[config.mk]
export PLATFORM = sky130hd
export DESIGN_NAME = sti_div
export DESIGN_NICKNAME = d
export VERILOG_FILES = /design/src/sv/sti_pkg.sv /design/src/sv/sti_div.sv
export SDC_FILE = /design/constraint.sdc
export NUM_CORES = 1
export LEC_CHECK = 0
export BUFFER_PORTS_ARGS = -buffer_cell sky130_fd_sc_hd__buf_2
export CAP_MARGIN = 40
export CORE_ASPECT_RATIO = 2
export CORE_UTILIZATION = 52
export DETAILED_ROUTE_END_ITERATION = 8
export GPL_ROUTABILITY_DRIVEN = 0
export MAX_ROUTING_LAYER = met4
export PLACE_DENSITY = 0.85
export SLEW_MARGIN = 20
export SYNTH_ARGS = -nofsm -noshare
export SYNTH_HDL_FRONTEND = slang
export SYNTH_SLANG_ARGS = --single-unit
[constraint.sdc]
create_clock -name clk -period 3.53 [get_ports clk]
set_clock_uncertainty 0.05 [all_clocks]
set_input_delay 0.706 -clock clk [delete_from_list [all_inputs] [get_ports clk]]
set_output_delay 0.706 -clock clk [all_outputs]
set_load 0.01 [all_outputs]
[src/sv/sti_pkg.sv]
// Package for the sorted table linear interpolator.
// Holds word types, field widths, action and status codes.
// No dependencies.
package sti_pkg;

  localparam int VALUE_FRAC_BITS = 8;
  localparam int VALUE_W         = 12 + VALUE_FRAC_BITS;
  localparam int TIME_W          = 40;
  localparam int DIFF_W          = TIME_W + 1;
  localparam int COUNT_OUT_W     = 11;
  localparam int KP_SHIFT        = 3;

  localparam logic [1:0] ACT_CLEAR  = 2'd0;
  localparam logic [1:0] ACT_APPEND = 2'd1;
  localparam logic [1:0] ACT_QUERY  = 2'd2;

  localparam logic [1:0] ST_OK      = 2'd0;
  localparam logic [1:0] ST_NO_DATA = 2'd1;
  localparam logic [1:0] ST_FULL    = 2'd2;
  localparam logic [1:0] ST_ORDER   = 2'd3;

  typedef struct packed {
    logic [1:0]               action;
    logic signed [TIME_W-1:0] time_s;
    logic [VALUE_W-1:0]       flux_in;
    logic [VALUE_W-1:0]       flux_center_in;
    logic [VALUE_W-1:0]       ap_in;
    logic [VALUE_W-1:0]       kp_sum_in;
  } in_word_t;

  typedef struct packed {
    logic [1:0]             status;
    logic [VALUE_W-1:0]     flux_out;
    logic [VALUE_W-1:0]     flux_center_out;
    logic [VALUE_W-1:0]     ap_out;
    logic [VALUE_W-1:0]     kp_out;
    logic                   interpolated;
    logic                   extrapolated;
    logic [COUNT_OUT_W-1:0] entry_count;
  } out_word_t;

  // One stored sample
  typedef struct packed {
    logic signed [TIME_W-1:0] time_s;
    logic [VALUE_W-1:0]       flux;
    logic [VALUE_W-1:0]       flux_center;
    logic [VALUE_W-1:0]       ap;
    logic [VALUE_W-1:0]       kp;
  } entry_t;

endpackage

[src/sv/sti_div.sv]
// Restoring divider for alpha: one quotient bit a cycle.
// Depends on sti_pkg for the difference width.
module sti_div import sti_pkg::*; #(
  parameter int ALPHA_BITS = 16
) (
  input  logic                  clk,
  input  logic                  rst_n,
  input  logic                  go,
  input  logic [DIFF_W-1:0]     num,
  input  logic [DIFF_W-1:0]     den,
  output logic                  done,
  output logic [ALPHA_BITS-1:0] alpha
);

  localparam int CNT_W = $clog2(ALPHA_BITS + 1);

  logic [DIFF_W-1:0]     rem_r, rem_nxt;
  logic [DIFF_W-1:0]     den_r, den_nxt;
  logic [ALPHA_BITS-1:0] q_r, q_nxt;
  logic [CNT_W-1:0]      cnt_r, cnt_nxt;
  logic                  run_r, run_nxt;
  logic                  done_r, done_nxt;
  logic [DIFF_W:0]       shifted;

  // Shift, compare and subtract
  always_comb begin
    rem_nxt  = rem_r;
    den_nxt  = den_r;
    q_nxt    = q_r;
    cnt_nxt  = cnt_r;
    run_nxt  = run_r;
    done_nxt = 1'b0;
    shifted  = {rem_r, 1'b0};
    if (go) begin
      rem_nxt = num;
      den_nxt = den;
      q_nxt   = '0;
      cnt_nxt = CNT_W'(ALPHA_BITS);
      run_nxt = 1'b1;
    end else if (run_r) begin
      if (shifted >= {1'b0, den_r}) begin
        rem_nxt = DIFF_W'(shifted - {1'b0, den_r});
        q_nxt   = {q_r[ALPHA_BITS-2:0], 1'b1};
      end else begin
        rem_nxt = shifted[DIFF_W-1:0];
        q_nxt   = {q_r[ALPHA_BITS-2:0], 1'b0};
      end
      cnt_nxt = cnt_r - 1'b1;
      if (cnt_r == CNT_W'(1)) begin
        run_nxt  = 1'b0;
        done_nxt = 1'b1;
      end
    end
  end

  always_ff @(posedge clk) begin
    if (!rst_n) begin
      run_r  <= 1'b0;
      done_r <= 1'b0;
    end else begin
      run_r  <= run_nxt;
      done_r <= done_nxt;
    end
  end

  always_ff @(posedge clk) begin
    rem_r <= rem_nxt;
    den_r <= den_nxt;
    q_r   <= q_nxt;
    cnt_r <= cnt_nxt;
  end

  assign done  = done_r;
  assign alpha = q_r;

endmodule

==> qor.csv <==
stage,metric,value,unit
run_status,outcome,finished clean,
sta,hold_viol,0,
floorplan,dieWidth,82.2,um
synth,netlist_instances,636,
floorplan,die_area,13300,um^2
clock_tree,cts_tree,yes,
clock_tree,htreeDepth,3,
clock_tree,cts-buffers-inserted,9,
critical_path,arrival,3.45,ns
grt,grt_start_max_net_pins,67,
sta,period_share,0.962,
layout,fin_util,0.624,
critical_path,crit_chain,ha_1 > nand2_2 > or3_1 > or4_1 > nor4_2 > nor3_1 > nand2_2 > or2_4 > buf_12 > mux2_2 > mux2_2,
critical_path,cp-start-kind,flop,
critical_path,path_delay_family,simple AND/OR/NAND/NOR gates,
critical_path,cp_slowest_cell,edfxtp_1,
layout,nNetsFinal,885,
sta,whs,0.461,ns
worst_hold_path,hold_path.class,flop to flop,
synth,ys_warn_count,0,
power_and_ir_drop,peakVddDrop,0.455,mV
synth,ys_seq_area_frac,0.437,
placed_design,place_hpwl,12700,um
flow_run,maxCapViolCount,0,
clock_tree,cts_num_sinks,105,
route,ant_nets,0,
synth,synth_edf_count,82,
floorplan,die_y,162,um
synth,synth.distinct_cells,61,
synth,synth_top_area_cell,edfxtp_1,
synth,synth_top_cell_area_share,0.368,
route,viasPerCell,5.99,
sta,final-max-slew-violation-count,0,
floorplan,initial_core_util,0.533,
critical_path,cpPeakStageDelay,0.42,ns
synth,syn_nets,765,
synth,ys_top_cells_by_count,"edfxtp_1, inv_1, a21oi_1, mux2_2, ha_1",
grt,grt_pass1_wl,25700,um
synth,synth.area.top_cells,"edfxtp_1, mux2_2, ha_1",
grt,grt_antenna_before_repair,1,
floorplan,rows,58,
synth,syn_area_per_cell,10.5,um^2
power_and_ir_drop,p_per_area,722,nW/um^2
route,first_iter_violations,354,
sta,slew_headroom,0.626,
layout,drive_above_1_share,0.286,
sta,worst_pin_slew,0.561,ns
clock_tree,ctsRootBufferMaster,clkbuf_16,
grt,track_usage,0.267,
synth,synth-seq-cells,105,
synth,synthArstFlopShare,0,
route,drt_wl_total,16800,um
sta,period_needed,3.39,ns
clock_tree,clkLatencyLatePin,0.35,ns
layout,syn_to_final_growth,17.1,%
critical_path,required,3.58,ns
grt,grt-ovfl-total,0,
critical_path,cp-end-kind,flop,
critical_path,crit_type,flop to flop,
power_and_ir_drop,leakagePower,3.45,nW
synth,synth_ff_type,edfxtp_1,
route,vias,5463,
route,wl_per_cell,18.4,um
route,drc,0,
clock_tree,ctsHoldBuffers,0,
critical_path,cp_max_fo,23,
clock_tree,cts_buffer_depth,2,
layout,fillCellCount,998,
grt,grt_pass1_vias,5689,
sta,fmax,295,MHz
placed_design,port_buffers,101,
critical_path,cp_num_buf_inv,1,
synth,synth_area,6690,um^2
sta,finalSetupViolCount,0,
synth,synth.most_common_cell,edfxtp_1,
floorplan,fp.coreArea,12600,um^2
floorplan,io_pins,102,
route,firstDrtPassIters,5,
clock_tree,clkTransAtPathRegs,0.07,ns
## sequential cells by signal (all words and copies together), names as in the netlist
register / cells
cnt_r: 5
den_r: 41
done: 1
rem_r: 41
alpha: 16
run_r: 1
## report_power, final
group | internal (mW) | leakage [nW] | switching [mW] | total [mW]
Sequential | 1.63 | 1.00 | 0.136 | 1.77
Combinational | 1.40 | 2.32 | 1.57 | 2.97
Clock | 0.480 | 0.128 | 0.436 | 0.916
Total | 3.51 | 3.45 | 2.15 | 5.66
## worst register-to-register path: stages, from the launching register on
cell and delay (ns):
edfxtp_1 0.42, ha_1 0.37, nand2_2 0.11, or3_1 0.36, or4_1 0.42, nor4_2 0.26
nor3_1 0.08, nand2_2 0.09, or2_4 0.16, buf_12 0.19, mux2_2 0.36, mux2_2 0.27
## kinds of logic after synthesis
family | Yosys count | synth area share
AND/OR/NAND/NOR | 155 | 0.118
AO/OA/AOI/OAI | 140 | 0.135
buffers and inverters | 80 | 0.0554
adder cells (fa/ha/maj) | 44 | 0.0835
XOR/XNOR | 37 | 0.0485
flip-flops | 105 | 0.437
multiplexers | 75 | 0.123
## worst paths after layout
kind	startpoint	endpoint	slack, ns	cells past startpoint
min reg2reg	cnt_r[1]$_SDFFE_PP0P_	cnt_r[1]$_SDFFE_PP0P_	0.46	2
max reg2reg	rem_r[20]$_DFFE_PP_	rem_r[11]$_DFFE_PP_	0.14	11
min	cnt_r[1]$_SDFFE_PP0P_	cnt_r[1]$_SDFFE_PP0P_	0.46	2
max	rem_r[20]$_DFFE_PP_	rem_r[11]$_DFFE_PP_	0.14	11
## timing repair
item                                    CTS  global route
buffers inserted                          0             2
endpoints found under the setup margin   27            33
gates resized for setup                   2            10
## cells in the final DEF, fill, tap and decap left out, types with 9 or more instances in the layout
master / n
nand2b_1: 9
a21o_1: 20
buf_2: 100
inv_1: 53
nor2_1: 40
nand2_1: 41
a21oi_1: 47
a31oi_1: 9
buf_4: 33
nand3_1: 10
o21ai_0: 17
clkbuf_16: 9
mux2i_1: 19
ha_1: 41
dfxtp_1: 23
xnor2_1: 25
mux2_2: 49
xor2_1: 12
edfxtp_1: 82
## layer usage
metal / GRT usage / wire length (um)
met5: - / 0
met4: 0.203 / 1060
met3: 0.0527 / 869
met2: 0.470 / 9170
met1: 0.238 / 5670
## stage by stage
step	cells	setup slack, ns	TNS (ns)	total power, mW	area (um^2)
after CTS	909	0.0171	0	5.53	7760
after global placement	893	0.142	0	4.44	7500
after detailed placement	893	-0.0666	-0.944	4.60	7500
final	912	0.135	0	5.66	7830
after floorplan	636	0.224	0	3.83	6690
after global routing	912	-0.0127	-0.0207	5.96	7830
## cell type report
class                   count  area (um^2)  share of cell area
repair buffers            136          808               0.103
well taps                 150          188              0.0240
diodes                      1         2.50            0.000319
multi-input cells         451         3450               0.441
flip-flops and latches    105         2920               0.373
inverters                  53          199              0.0254
clock buffers              13          240              0.0307
clock inverters             3         17.5             0.00224
Power figures use the tool's default switching activity.
